`config.mk`:
```
export PLATFORM = sky130hd
export DESIGN_NAME = lpht_ctrl
export DESIGN_NICKNAME = d
export VERILOG_FILES = /design/src/rtl/lpht_pkg.sv /design/src/rtl/lpht_ctrl.sv
export SDC_FILE = /design/constraint.sdc
export NUM_CORES = 1
export LEC_CHECK = 0
export BUFFER_PORTS_ARGS = -buffer_cell sky130_fd_sc_hd__buf_4
export CAP_MARGIN = 10
export CORE_AREA = 2 2 143 145
export DETAILED_ROUTE_END_ITERATION = 16
export DIE_AREA = 0 0 145 147
export PLACE_DENSITY = 0.73
export SETUP_SLACK_MARGIN = 0.05
export SKIP_CTS_REPAIR_TIMING = 1
export SLEW_MARGIN = 20
export SYNTH_ARGS = -nofsm -noshare
export SYNTH_HDL_FRONTEND = slang
export SYNTH_SLANG_ARGS = --single-unit
```
`constraint.sdc`:
```
create_clock -name clk -period 6.4 [get_ports clk]
set_input_delay 0.64 -clock clk [delete_from_list [all_inputs] [get_ports clk]]
set_output_delay 0.64 -clock clk [all_outputs]
set_load 0.02 [all_outputs]
```
`src/rtl/lpht_pkg.sv`:
```
// ----------------------------------------------------------------------------
// lpht_pkg
// Shared constants and types for the linear-probing hash table: opcodes,
// status codes, slot marks, stream packing widths and the control structs.
// ----------------------------------------------------------------------------
package lpht_pkg;

  // Default table size (power of two, 8 to 65536)
  localparam int unsigned DEF_TABLE_SLOTS = 256;

  // Field widths
  localparam int unsigned OP_W     = 2;
  localparam int unsigned WORD_W   = 32;
  localparam int unsigned STATUS_W = 2;
  localparam int unsigned COUNT_W  = 9;
  localparam int unsigned MARK_W   = 2;

  // Stream data widths, rounded up to whole bytes
  localparam int unsigned IN_BITS     = OP_W + 3 * WORD_W;
  localparam int unsigned IN_TDATA_W  = ((IN_BITS + 7) / 8) * 8;
  localparam int unsigned OUT_BITS    = STATUS_W + WORD_W + COUNT_W;
  localparam int unsigned OUT_TDATA_W = ((OUT_BITS + 7) / 8) * 8;

  // Opcodes
  localparam logic [OP_W-1:0] OP_GET = 2'd0;
  localparam logic [OP_W-1:0] OP_SET = 2'd1;
  localparam logic [OP_W-1:0] OP_POP = 2'd2;

  // Status codes
  localparam logic [STATUS_W-1:0] ST_OK      = 2'd0;
  localparam logic [STATUS_W-1:0] ST_MISSING = 2'd1;
  localparam logic [STATUS_W-1:0] ST_FULL    = 2'd2;

  // Slot marks
  localparam logic [MARK_W-1:0] MARK_EMPTY = 2'd0;
  localparam logic [MARK_W-1:0] MARK_LIVE  = 2'd1;
  localparam logic [MARK_W-1:0] MARK_TOMB  = 2'd2;

  // Write enables into the slot store
  typedef struct packed {
    logic mark;
    logic entry;   // hash and key
    logic value;
  } wr_en_t;

  // Finished result handed from the sequencer to the output register
  typedef struct packed {
    logic                valid;
    logic [STATUS_W-1:0] status;
    logic [WORD_W-1:0]   value;
    logic [COUNT_W-1:0]  count;
  } res_t;

endpackage

```
`src/rtl/lpht_ctrl.sv`:
```
// ----------------------------------------------------------------------------
// lpht_ctrl
// Probe sequencer. Clears the mark memory after reset, then walks the table
// one slot per cycle through a single compare unit, issuing the next slot's
// read while the current slot is compared, and applies the update.
// ----------------------------------------------------------------------------
module lpht_ctrl #(
  parameter int unsigned TABLE_SLOTS = lpht_pkg::DEF_TABLE_SLOTS,
  localparam int unsigned IDX_W      = $clog2(TABLE_SLOTS)
) (
  input  logic                          clk,
  input  logic                          rst_n,
  // request
  input  logic                          req_valid,
  output logic                          req_ready,
  input  logic [lpht_pkg::OP_W-1:0]     req_op,
  input  logic [lpht_pkg::WORD_W-1:0]   req_key,
  input  logic [lpht_pkg::WORD_W-1:0]   req_hash,
  input  logic [lpht_pkg::WORD_W-1:0]   req_wval,
  // result
  output lpht_pkg::res_t                res,
  input  logic                          res_take,
  // store
  output logic                          rd_en,
  output logic [IDX_W-1:0]              rd_addr,
  output lpht_pkg::wr_en_t              wr,
  output logic [IDX_W-1:0]              wr_addr,
  output logic [lpht_pkg::MARK_W-1:0]   wr_mark,
  output logic [lpht_pkg::WORD_W-1:0]   wr_hash,
  output logic [lpht_pkg::WORD_W-1:0]   wr_key,
  output logic [lpht_pkg::WORD_W-1:0]   wr_value,
  input  logic [lpht_pkg::MARK_W-1:0]   rd_mark,
  input  logic [lpht_pkg::WORD_W-1:0]   rd_hash,
  input  logic [lpht_pkg::WORD_W-1:0]   rd_key,
  input  logic [lpht_pkg::WORD_W-1:0]   rd_value
);
  import lpht_pkg::*;

  localparam int unsigned CNT_W = $clog2(TABLE_SLOTS + 1);

  typedef enum logic [3:0] {
    S_CLEAR = 4'b0001,
    S_IDLE  = 4'b0010,
    S_PROBE = 4'b0100,
    S_DONE  = 4'b1000
  } state_t;

  state_t              state_r, state_nxt;
  logic [IDX_W-1:0]    clr_r, clr_nxt;
  logic [IDX_W-1:0]    slot_r, slot_nxt;      // slot whose data is being compared
  logic [IDX_W-1:0]    visit_r, visit_nxt;    // slots compared so far
  logic [CNT_W-1:0]    count_r, count_nxt;
  logic [OP_W-1:0]     op_r, op_nxt;
  logic [WORD_W-1:0]   key_r, key_nxt;
  logic [WORD_W-1:0]   hash_r, hash_nxt;
  logic [WORD_W-1:0]   wval_r, wval_nxt;
  logic [STATUS_W-1:0] status_r, status_nxt;
  logic [WORD_W-1:0]   value_r, value_nxt;

  logic                match;
  logic                req_known;
  logic [CNT_W+COUNT_W-1:0] count_ext;

  // Shared compare unit
  assign match     = (rd_mark == MARK_LIVE) && (rd_hash == hash_r) && (rd_key == key_r);
  assign req_known = (req_op == OP_GET) || (req_op == OP_SET) || (req_op == OP_POP);

  // Count is reported masked to the output width
  assign count_ext = {{COUNT_W{1'b0}}, count_r};

  assign req_ready  = (state_r == S_IDLE);
  assign res.valid  = (state_r == S_DONE);
  assign res.status = status_r;
  assign res.value  = value_r;
  assign res.count  = count_ext[COUNT_W-1:0];

  // Sequencer
  always_comb begin
    state_nxt  = state_r;
    clr_nxt    = clr_r;
    slot_nxt   = slot_r;
    visit_nxt  = visit_r;
    count_nxt  = count_r;
    op_nxt     = op_r;
    key_nxt    = key_r;
    hash_nxt   = hash_r;
    wval_nxt   = wval_r;
    status_nxt = status_r;
    value_nxt  = value_r;
    rd_en      = 1'b0;
    rd_addr    = slot_r + IDX_W'(1);
    wr         = '0;
    wr_addr    = slot_r;
    wr_mark    = MARK_LIVE;
    wr_hash    = hash_r;
    wr_key     = key_r;
    wr_value   = wval_r;

    case (state_r)
      S_CLEAR: begin
        wr.mark = 1'b1;
        wr_addr = clr_r;
        wr_mark = MARK_EMPTY;
        clr_nxt = clr_r + IDX_W'(1);
        if (clr_r == '1) begin
          state_nxt = S_IDLE;
        end
      end

      S_IDLE: begin
        if (req_valid) begin
          op_nxt     = req_op;
          key_nxt    = req_key;
          hash_nxt   = req_hash;
          wval_nxt   = req_wval;
          status_nxt = ST_OK;
          value_nxt  = '0;
          if (req_known) begin
            rd_en     = 1'b1;
            rd_addr   = req_hash[IDX_W-1:0];
            slot_nxt  = req_hash[IDX_W-1:0];
            visit_nxt = '0;
            state_nxt = S_PROBE;
          end else begin
            state_nxt = S_DONE;
          end
        end
      end

      S_PROBE: begin
        // fetch the following slot speculatively
        rd_en     = 1'b1;
        slot_nxt  = slot_r + IDX_W'(1);
        visit_nxt = visit_r + IDX_W'(1);
        if (rd_mark == MARK_EMPTY) begin
          state_nxt = S_DONE;
          if (op_r == OP_SET) begin
            wr.mark   = 1'b1;
            wr.entry  = 1'b1;
            wr.value  = 1'b1;
            count_nxt = count_r + CNT_W'(1);
          end else begin
            status_nxt = ST_MISSING;
          end
        end else if (match) begin
          state_nxt = S_DONE;
          if (op_r == OP_SET) begin
            wr.value = 1'b1;
          end else begin
            value_nxt = rd_value;
            if (op_r == OP_POP) begin
              wr.mark = 1'b1;
              wr_mark = MARK_TOMB;
              if (count_r != '0) begin
                count_nxt = count_r - CNT_W'(1);
              end
            end
          end
        end else if (visit_r == '1) begin
          // full wrap without a match or an empty slot
          state_nxt  = S_DONE;
          status_nxt = (op_r == OP_SET) ? ST_FULL : ST_MISSING;
        end
      end

      S_DONE: begin
        if (res_take) begin
          state_nxt = S_IDLE;
        end
      end

      default: begin
        state_nxt = S_CLEAR;
      end
    endcase
  end

  // Control state
  always_ff @(posedge clk) begin
    if (!rst_n) begin
      state_r <= S_CLEAR;
      clr_r   <= '0;
      count_r <= '0;
    end else begin
      state_r <= state_nxt;
      clr_r   <= clr_nxt;
      count_r <= count_nxt;
    end
  end

  // Request and result payload
  always_ff @(posedge clk) begin
    slot_r   <= slot_nxt;
    visit_r  <= visit_nxt;
    op_r     <= op_nxt;
    key_r    <= key_nxt;
    hash_r   <= hash_nxt;
    wval_r   <= wval_nxt;
    status_r <= status_nxt;
    value_r  <= value_nxt;
  end

endmodule

```
# After elaboration in Yosys (flattened, before gate mapping)
# Cells that the tools add are included.
[classes]
eq_ne = 26
mux = 55
n_reduce_logical = 17
addsub = 5
[ops]
columns = ["operator", "count"]
rows = [
  ["32-bit 2-to-1 mux", 4],
  ["32-bit equality test", 2],
  ["8-bit 2-to-1 mux", 8],
  ["32-bit one-hot mux with 2 select lines", 1],
  ["9-bit 2-to-1 mux", 6],
  ["8-bit one-hot mux with 2 select lines", 2],
  ["4-bit 2-to-1 mux", 7],
  ["8-bit by 1-bit adder with 8-bit output, second input constant", 3],
  ["2-bit 2-to-1 mux", 11],
  ["8-bit equality test, second input constant", 2],
  ["4-bit one-hot mux with 4 select lines", 1],
  ["2-bit inequality test, second input constant", 6],
  ["1-bit 2-to-1 mux", 10],
  ["5-bit AND reduction", 2],
  ["9-bit by 1-bit adder with 9-bit output, second input constant", 1],
  ["3-bit inequality test, second input constant", 3],
  ["9-bit nonzero test", 1],
  ["9-bit by 1-bit subtractor with 9-bit output, second input constant", 1],
  ["2-bit one-hot mux with 2 select lines", 2],
  ["2-bit nonzero test", 4],
  ["2-bit by 1-bit equality test with 1-bit output, second input constant", 3],
  ["2-bit by 1-bit inequality test with 1-bit output, second input constant", 3],
  ["6-bit AND reduction", 1],
  ["2-bit equality test, second input constant", 2],
  ["other kinds (13)", 17],
]
[word_totals]
output_inout_bits = 163
in_bits = 200
register_bits = 169
word_cells = 114

# Depth between registers and ports, before layout
# Gate-level depths: netlist of the first run.
[depth]
word_depth = 6
mapped_depth = 10
ltp_nobuf = 10

# Least setup slack after synthesis of the first run
# Ideal clock, no wire load.
[synth_timing]
kind = "input-to-reg"
from = "input port rd_key[13] in the netlist's numbering"
to = "register value_r[0], enable pin"
stages = 7
t_arrival_ns = 3.626
path_slack_ns = 2.353
path_cell_list = "xor2_1 > or4_1 > or3_1 > or4_4 > nor2_1 > a21oi_1 > nor2_1"
[synth_between]
elab_chain_cells = 4
[synth_rtl]
columns = ["item", "line", "text"]
rows = [
  ["from (decl)", "lpht_ctrl.sv:34", "input logic [lpht_pkg::WORD_W-1:0] rd_key,"],
  ["32-bit equality test", "lpht_ctrl.sv:65", "assign match = (rd_mark == MARK_LIVE) && (rd_hash == hash_r) && (rd_key == key_r);"],
  ["1-bit logical AND", "lpht_ctrl.sv:65", ""],
  ["2-bit inequality test (no source line)", "n/a", ""],
  ["5-bit AND reduction (no source line)", "n/a", ""],
  ["to (signal assigned)", "lpht_ctrl.sv:200", "value_r <= value_nxt;"],
  ["to (decl)", "lpht_ctrl.sv:58", "logic [WORD_W-1:0] value_r, value_nxt;"],
]
# No other way between the ends.
# A chain may end at the register's enable or synchronous reset.

==> impl_metrics.xml, run 1 <==
<?xml version="1.0" encoding="UTF-8"?>
<metrics>
  <group name="status">
    <metric name="status" unit="">finished, final reports clean</metric>
  </group>
  <group name="clock_network">
    <metric name="cts_max_level" unit="">4</metric>
    <metric name="cts.root.buffer_cell" unit="">clkbuf_16</metric>
    <metric name="cts_num_sinks" unit="">169</metric>
    <metric name="clkLatencyLatePin" unit="ns">0.43</metric>
    <metric name="cts_made_buffers" unit="">17</metric>
    <metric name="tritoncts" unit="">done</metric>
    <metric name="cts_max_path_buffers" unit="">2</metric>
    <metric name="worst_setup_hold_path_clk_slew" unit="ns">0.08</metric>
  </group>
  <group name="placement">
    <metric name="globalplace.congestion" unit="">0.894</metric>
    <metric name="dpl_worst_slack" unit="ns">2.77</metric>
    <metric name="dp.cells" unit="">1224</metric>
    <metric name="buffer_ports.inserted" unit="">362</metric>
    <metric name="post-dp-hpwl" unit="µm">18900</metric>
  </group>
  <group name="run">
    <metric name="max-cap-violations" unit="">0</metric>
  </group>
  <group name="global_routing">
    <metric name="grt.overflow.total" unit="">0</metric>
    <metric name="globalRouteTotalUtil" unit="">0.216</metric>
    <metric name="antenna_found_initial" unit="">0</metric>
    <metric name="pin_count_of_the_biggest_net_entering_global_routing" unit="">77</metric>
    <metric name="wire_length_of_the_first_global_routing_pass" unit="µm">34800</metric>
    <metric name="grt_pass1_vias" unit="">6140</metric>
  </group>
  <group name="finish">
    <metric name="drive_gt1_frac" unit="">0.424</metric>
    <metric name="area_delta_synth_final" unit="%">47.8</metric>
    <metric name="finish.net_count" unit="">1184</metric>
    <metric name="finish.utilization" unit="">0.571</metric>
    <metric name="insertedDiodeCount" unit="">0</metric>
    <metric name="layout.cells.non_filler" unit="">1256</metric>
  </group>
  <group name="critical_path">
    <metric name="crit_start" unit="">wr_key[25]</metric>
    <metric name="end_kind" unit="">output port</metric>
    <metric name="worstReg2RegStart" unit="">wr_key[25]</metric>
    <metric name="reg2regPathDepth" unit="">8</metric>
    <metric name="critical_path_required" unit="ns">5.76</metric>
    <metric name="rrSetupSlack" unit="ns">3.11</metric>
    <metric name="critical_path_arrival" unit="ns">3.12</metric>
    <metric name="cp_max_fo" unit="">3</metric>
    <metric name="slowest_stage" unit="">a2111oi_0</metric>
    <metric name="rr_endpoint" unit="">value_r[5]</metric>
    <metric name="path_cells" unit="">nor2b_1 &gt; a2111oi_0 &gt; nand4b_1 &gt; or4_1 &gt; nor3_1 &gt; nor2_1 &gt; o21ai_0 &gt; buf_4</metric>
    <metric name="worst_setup_path_start_kind" unit="">flop</metric>
    <metric name="setup.worst_path.class" unit="">reg -&gt; out</metric>
    <metric name="cp-endpoint" unit="">wr[2]</metric>
    <metric name="cp_slowest_stage_delay" unit="ns">0.73</metric>
  </group>
  <group name="floorplanning">
    <metric name="fp.dieArea" unit="mm²">0.0213</metric>
    <metric name="die_height" unit="µm">147</metric>
    <metric name="placeableCoreArea" unit="mm²">0.0198</metric>
    <metric name="initial_core_utilization" unit="">0.386</metric>
    <metric name="die_width" unit="µm">145</metric>
    <metric name="floorplan.rows" unit="">52</metric>
    <metric name="top_level_ports" unit="">363</metric>
  </group>
  <group name="logic_synthesis">
    <metric name="synth_cell_type_count" unit="">51</metric>
    <metric name="syn-cell-area" unit="mm²">0.00767</metric>
    <metric name="synth-compound-area-share" unit="">0.0565</metric>
    <metric name="netlist_instances" unit="">599</metric>
    <metric name="synth.net_count" unit="">810</metric>
    <metric name="post_synth_arst_share" unit="">0</metric>
    <metric name="synth_top_family_by_area" unit="">simple AND/OR/NAND/NOR gates</metric>
    <metric name="adder_cell_fraction_of_synth_area" unit="">0.0189</metric>
    <metric name="synth_enable_flop_cells" unit="">148</metric>
    <metric name="post-synth-top-area-cell" unit="">edfxtp_1</metric>
    <metric name="yosys_warnings" unit="">0</metric>
    <metric name="synthMostInstantiatedCell" unit="">edfxtp_1</metric>
    <metric name="leading_post_synthesis_cells_by_cell_area" unit="">edfxtp_1 (58%), dfxtp_1 (5.5%), xor2_1 (4.1%)</metric>
    <metric name="synth_sequential_area_ratio" unit="">0.635</metric>
    <metric name="synth.cells.most_frequent" unit="">edfxtp_1 (148), nor2_1 (46), and2_1 (39)</metric>
    <metric name="synth-xor-area-share" unit="">0.0685</metric>
    <metric name="ys_ff_latch" unit="">169</metric>
    <metric name="yosys.area.top_type_share" unit="">0.580</metric>
    <metric name="synth_ff_type" unit="">edfxtp_1</metric>
    <metric name="synthesis.area_per_instance" unit="µm²">12.8</metric>
    <metric name="synth_mux_area_frac" unit="">0.0224</metric>
    <metric name="synth_simple_gate_area_frac" unit="">0.186</metric>
  </group>
  <group name="routing">
    <metric name="per_cell_routed_wire_length" unit="µm">18.7</metric>
    <metric name="via_count" unit="">6173</metric>
    <metric name="drtIter0Drc" unit="">378</metric>
    <metric name="wirelength" unit="µm">23500</metric>
    <metric name="drt_pass1_iterations" unit="">5</metric>
    <metric name="dr_drc_count" unit="">0</metric>
    <metric name="ant_nets" unit="">0</metric>
    <metric name="vias_per_cell" unit="">4.91</metric>
  </group>
  <group name="timing">
    <metric name="least_margin_pin_slew" unit="ns">0.974</metric>
    <metric name="timing.final.setup_violations" unit="">0</metric>
    <metric name="maxClockFrequency" unit="MHz">266</metric>
    <metric name="rsz0062_at_grt" unit="">false</metric>
    <metric name="hold_viol" unit="">0</metric>
    <metric name="fin_crit" unit="ns">3.76</metric>
    <metric name="skew" unit="ns">0.0133</metric>
    <metric name="relSlewSlack" unit="">0.350</metric>
    <metric name="final.setup.worst_slack" unit="ns">2.64</metric>
    <metric name="setup_tns" unit="ns">0</metric>
    <metric name="slew_viol_final" unit="">0</metric>
    <metric name="layout_worst_path_cycle_share" unit="">0.588</metric>
  </group>
  <group name="worst_hold_path">
    <metric name="hold_class" unit="">in -&gt; reg</metric>
  </group>
  <group name="power_and_ir_drop">
    <metric name="power_leakage" unit="nW">4.62</metric>
    <metric name="power_density" unit="mW/mm²">255</metric>
    <metric name="total_power" unit="mW">2.89</metric>
    <metric name="irDropWorstVdd" unit="mV">0.171</metric>
  </group>
</metrics>
## cells in the final DEF, fill, tap and decap left out, types with 3 or more instances in the layout
cell type   instances
a2111oi_0           6
a21oi_1            22
and2_1             38
and3_1              8
buf_4             366
clkbuf_16          17
clkinvlp_4          4
dfxtp_1            21
edfxtp_1          148
ha_1               10
inv_1              14
inv_8               6
mux2_2              9
mux2i_1             7
nand2_1            29
nand2b_1           18
nand3_1            16
nand3b_1            3
nand4_1            15
nand4b_1            6
nor2_1             45
nor2b_1            32
nor3_1              8
nor4_1             14
o2111ai_1           4
o21ai_0            12
or3_1               7
or4_1               4
xnor2_1            24
xor2_1             36
## worst min path at each step
stage,from,endpoint,slack [ns],cells past startpoint
after global placement,count_r[7],count_r[7],0.48,2
after global routing,req_wval[2],wr_value[2],0.36,1
final,req_wval[24],wr_value[24],0.38,1
after floorplan,clr_r[7],clr_r[7],0.47,2
after detailed placement,count_r[6],count_r[6],0.49,2
after CTS,req_wval[24],wr_value[24],0.37,1
## cell families after synthesis
kind of cell    count (synthesis)
compound gates                 63
xor+xnor                       60
fa+ha+maj                      11
buf+inv                        26
flops                         169
mux                            16
simple gates                  254
## per-stage QoR
| stage | hold WS (ns) | cell area [µm²] |
|---|---|---|
| floorplan | 0.474 | 7670 |
| global placement | 0.483 | 10700 |
| detailed placement | 0.494 | 10700 |
| CTS | 0.365 | 11300 |
| global route | 0.363 | 11300 |
| finish | 0.380 | 11300 |
## flip-flops by register name, summed over array words and instances, names as in the netlist
name	flops
count_r	9
op_r	2
slot_r	8
value_r	32
wr_value	32
visit_r	8
clr_r	8
wr_hash	32
wr_key	32
status_r	2
state_r	4
## per-layer routing
| metal | track usage | vias up | share of wire |
|---|---|---|---|
| met5 | 0 | - | 0 |
| li1 | - | 2962 | - |
| met1 | 0.256 | 2913 | 0.39 |
| met2 | 0.368 | 254 | 0.50 |
| met3 | 0.0693 | 44 | 0.084 |
| met4 | 0.0866 | 0 | 0.029 |
## critical path: cells and delay by family (launching register included)
family	cells	cell delay [ns]
buffers and inverters	1	0.18
AND/OR/NAND/NOR	5	1.29
flip-flops	1	0.41
AO/OA/AOI/OAI	2	0.82
## power breakdown
part | total (mW) | switching, mW | internal (mW)
registers | 1.28 | 0.0337 | 1.25
clock network | 1.05 | 0.486 | 0.561
logic | 0.568 | 0.289 | 0.279
total | 2.89 | 0.808 | 2.08
## cell type report
| type | count | area (µm²) |
|---|---|---|
| well taps | 270 | 338 |
| repair buffers | 366 | 2750 |
| clock buffers | 17 | 425 |
| inverters | 15 | 56.3 |
| clock inverters | 15 | 178 |
| fillers | 1681 | 8510 |
| flip-flops and latches | 169 | 4860 |
| multi-input cells | 404 | 2720 |
(Power assumes the default switching activity.)
==> run 2, diff against run 1 <==
- CORE_AREA: 2 2 143 145 -> 2 2 139 141
- DIE_AREA: 0 0 145 147 -> 0 0 141 143
- PLACE_DENSITY: 0.73 -> 0.76
- clock period: 6.4 -> 3.75 ns (I/O delays scaled with it)
==> impl_metrics.xml, run 2 (synthesized netlist as in run 1, its figures left out) <==
<?xml version="1.0" encoding="UTF-8"?>
<metrics>
  <group name="power_and_ir_drop">
    <metric name="total_power" unit="mW">4.91</metric>
    <metric name="power_density" unit="mW/mm²">434</metric>
    <metric name="irDropWorstVdd" unit="mV">0.282</metric>
    <metric name="power_leakage" unit="nW">4.64</metric>
  </group>
  <group name="clock_network">
    <metric name="worst_setup_hold_path_clk_slew" unit="ns">0.08</metric>
    <metric name="tritoncts" unit="">done</metric>
    <metric name="clkLatencyLatePin" unit="ns">0.43</metric>
    <metric name="cts.root.buffer_cell" unit="">clkbuf_16</metric>
    <metric name="cts_num_sinks" unit="">169</metric>
    <metric name="cts_max_path_buffers" unit="">2</metric>
    <metric name="cts_made_buffers" unit="">17</metric>
    <metric name="cts_max_level" unit="">4</metric>
  </group>
  <group name="floorplanning">
    <metric name="placeableCoreArea" unit="mm²">0.0186</metric>
    <metric name="top_level_ports" unit="">363</metric>
    <metric name="die_width" unit="µm">141</metric>
    <metric name="fp.dieArea" unit="mm²">0.0202</metric>
    <metric name="die_height" unit="µm">143</metric>
    <metric name="floorplan.rows" unit="">50</metric>
    <metric name="initial_core_utilization" unit="">0.413</metric>
  </group>
  <group name="timing">
    <metric name="relSlewSlack" unit="">0.534</metric>
    <metric name="timing.final.setup_violations" unit="">0</metric>
    <metric name="skew" unit="ns">0.0111</metric>
    <metric name="maxClockFrequency" unit="MHz">294</metric>
    <metric name="least_margin_pin_slew" unit="ns">0.695</metric>
    <metric name="fin_crit" unit="ns">3.40</metric>
    <metric name="hold_viol" unit="">0</metric>
    <metric name="slew_viol_final" unit="">0</metric>
    <metric name="layout_worst_path_cycle_share" unit="">0.907</metric>
    <metric name="rsz0062_at_grt" unit="">false</metric>
    <metric name="setup_tns" unit="ns">0</metric>
  </group>
  <group name="global_routing">
    <metric name="globalRouteTotalUtil" unit="">0.229</metric>
    <metric name="grt.overflow.total" unit="">0</metric>
    <metric name="grt_pass1_vias" unit="">6140</metric>
    <metric name="wire_length_of_the_first_global_routing_pass" unit="µm">34500</metric>
    <metric name="pin_count_of_the_biggest_net_entering_global_routing" unit="">99</metric>
    <metric name="antenna_found_initial" unit="">0</metric>
  </group>
  <group name="run">
    <metric name="max-cap-violations" unit="">0</metric>
  </group>
  <group name="worst_hold_path">
    <metric name="hold_class" unit="">in -&gt; reg</metric>
  </group>
  <group name="critical_path">
    <metric name="worst_setup_path_start_kind" unit="">flop</metric>
    <metric name="cp-endpoint" unit="">wr[2]</metric>
    <metric name="end_kind" unit="">output port</metric>
    <metric name="critical_path_required" unit="ns">3.38</metric>
    <metric name="crit_start" unit="">wr_key[13]</metric>
    <metric name="critical_path_arrival" unit="ns">3.03</metric>
    <metric name="cp_max_fo" unit="">3</metric>
    <metric name="rrSetupSlack" unit="ns">0.64</metric>
    <metric name="reg2regPathDepth" unit="">8</metric>
    <metric name="setup.worst_path.class" unit="">reg -&gt; out</metric>
    <metric name="worstReg2RegStart" unit="">wr_key[13]</metric>
    <metric name="rr_endpoint" unit="">value_r[5]</metric>
  </group>
  <group name="finish">
    <metric name="finish.utilization" unit="">0.608</metric>
    <metric name="mostFrequentLayoutCell" unit="">buf_4</metric>
    <metric name="footprint_of_the_multi_input_gates" unit="mm²">0.00272</metric>
    <metric name="finish.net_count" unit="">1185</metric>
    <metric name="final_design_area_no_fill" unit="mm²">0.0113</metric>
    <metric name="regArea" unit="mm²">0.00486</metric>
    <metric name="leading_cell_types_in_the_layout_fill_and_taps_excluded" unit="">buf_4 (366), edfxtp_1 (148), nor2_1 (45)</metric>
    <metric name="nFillCells" unit="">1522</metric>
    <metric name="insertedDiodeCount" unit="">0</metric>
    <metric name="drive_gt1_frac" unit="">0.425</metric>
    <metric name="area_delta_synth_final" unit="%">47.5</metric>
  </group>
  <group name="routing">
    <metric name="wirelength" unit="µm">23400</metric>
    <metric name="ant_nets" unit="">0</metric>
    <metric name="drtIter0Drc" unit="">368</metric>
    <metric name="drt_pass1_iterations" unit="">5</metric>
    <metric name="vias_per_cell" unit="">5.05</metric>
    <metric name="via_count" unit="">6167</metric>
    <metric name="per_cell_routed_wire_length" unit="µm">19.1</metric>
    <metric name="dr_drc_count" unit="">0</metric>
  </group>
  <group name="placement">
    <metric name="globalplace.congestion" unit="">0.883</metric>
    <metric name="post_dp_cell_area" unit="mm²">0.0107</metric>
    <metric name="buffer_ports.inserted" unit="">362</metric>
    <metric name="post-dp-hpwl" unit="µm">18500</metric>
  </group>
  <group name="status">
    <metric name="status" unit="">finished, final reports clean</metric>
  </group>
</metrics>
==> run 2: worst min path at each step <==
| stage | cells after the start | start | slack [ns] | endpoint |
|---|---|---|---|---|
| finish | 1 | req_wval[14] | 0.12 | wr_value[14] |
| floorplan | 0 | req_op[0] | 0.47 | op_r[0] |
| global placement | 2 | count_r[6] | 0.50 | count_r[6] |
| global route | 1 | req_wval[14] | 0.10 | wr_value[14] |
| CTS | 1 | req_wval[14] | 0.10 | wr_value[14] |
| detailed placement | 2 | count_r[6] | 0.50 | count_r[6] |
==> run 2: report_power, final <==
| part | total, mW | leakage [nW] | switching (mW) | internal (mW) |
|---|---|---|---|---|
| registers | 2.18 | 1.45 | 0.0569 | 2.12 |
| logic | 0.963 | 2.90 | 0.485 | 0.478 |
| clock network | 1.77 | 0.295 | 0.860 | 0.908 |
==> run 2: critical path, cell delays in order, from the launching register on <==
cell	delay [ns]
edfxtp_1	0.41
xor2_1	0.19
or4_1	0.54
or3_1	0.35
or4_4	0.48
nor3_1	0.21
nor2_1	0.08
o21ai_0	0.12
buf_4	0.20
==> run 2: metal layers <==
metal	part of all wire	vias to the layer above	global-route usage
li1	-	2964	-
met1	0.40	2915	0.278
met2	0.49	262	0.388
met3	0.090	26	0.0791
met4	0.016	0	0.0632
met5	0	-	0
==> run 2: layout make-up <==
cell class                 count  share of cell area
sequential                   169               0.430
timing repair buffer         367               0.245
multi-input combinational    404               0.241
clock buffer                  17              0.0376
tap                          234              0.0259
clock inverter                15              0.0155
inverter                      15             0.00498
==> run 2: metrics by stage <==
stage                     hold WS, ns  setup WS (ns)  std cells
after floorplan                 0.474          0.120        599
after global placement          0.497          0.627       1189
after detailed placement        0.504          0.502       1189
after CTS                       0.101          0.261       1221
after global routing            0.101          0.143       1221
final                           0.115          0.350       1221
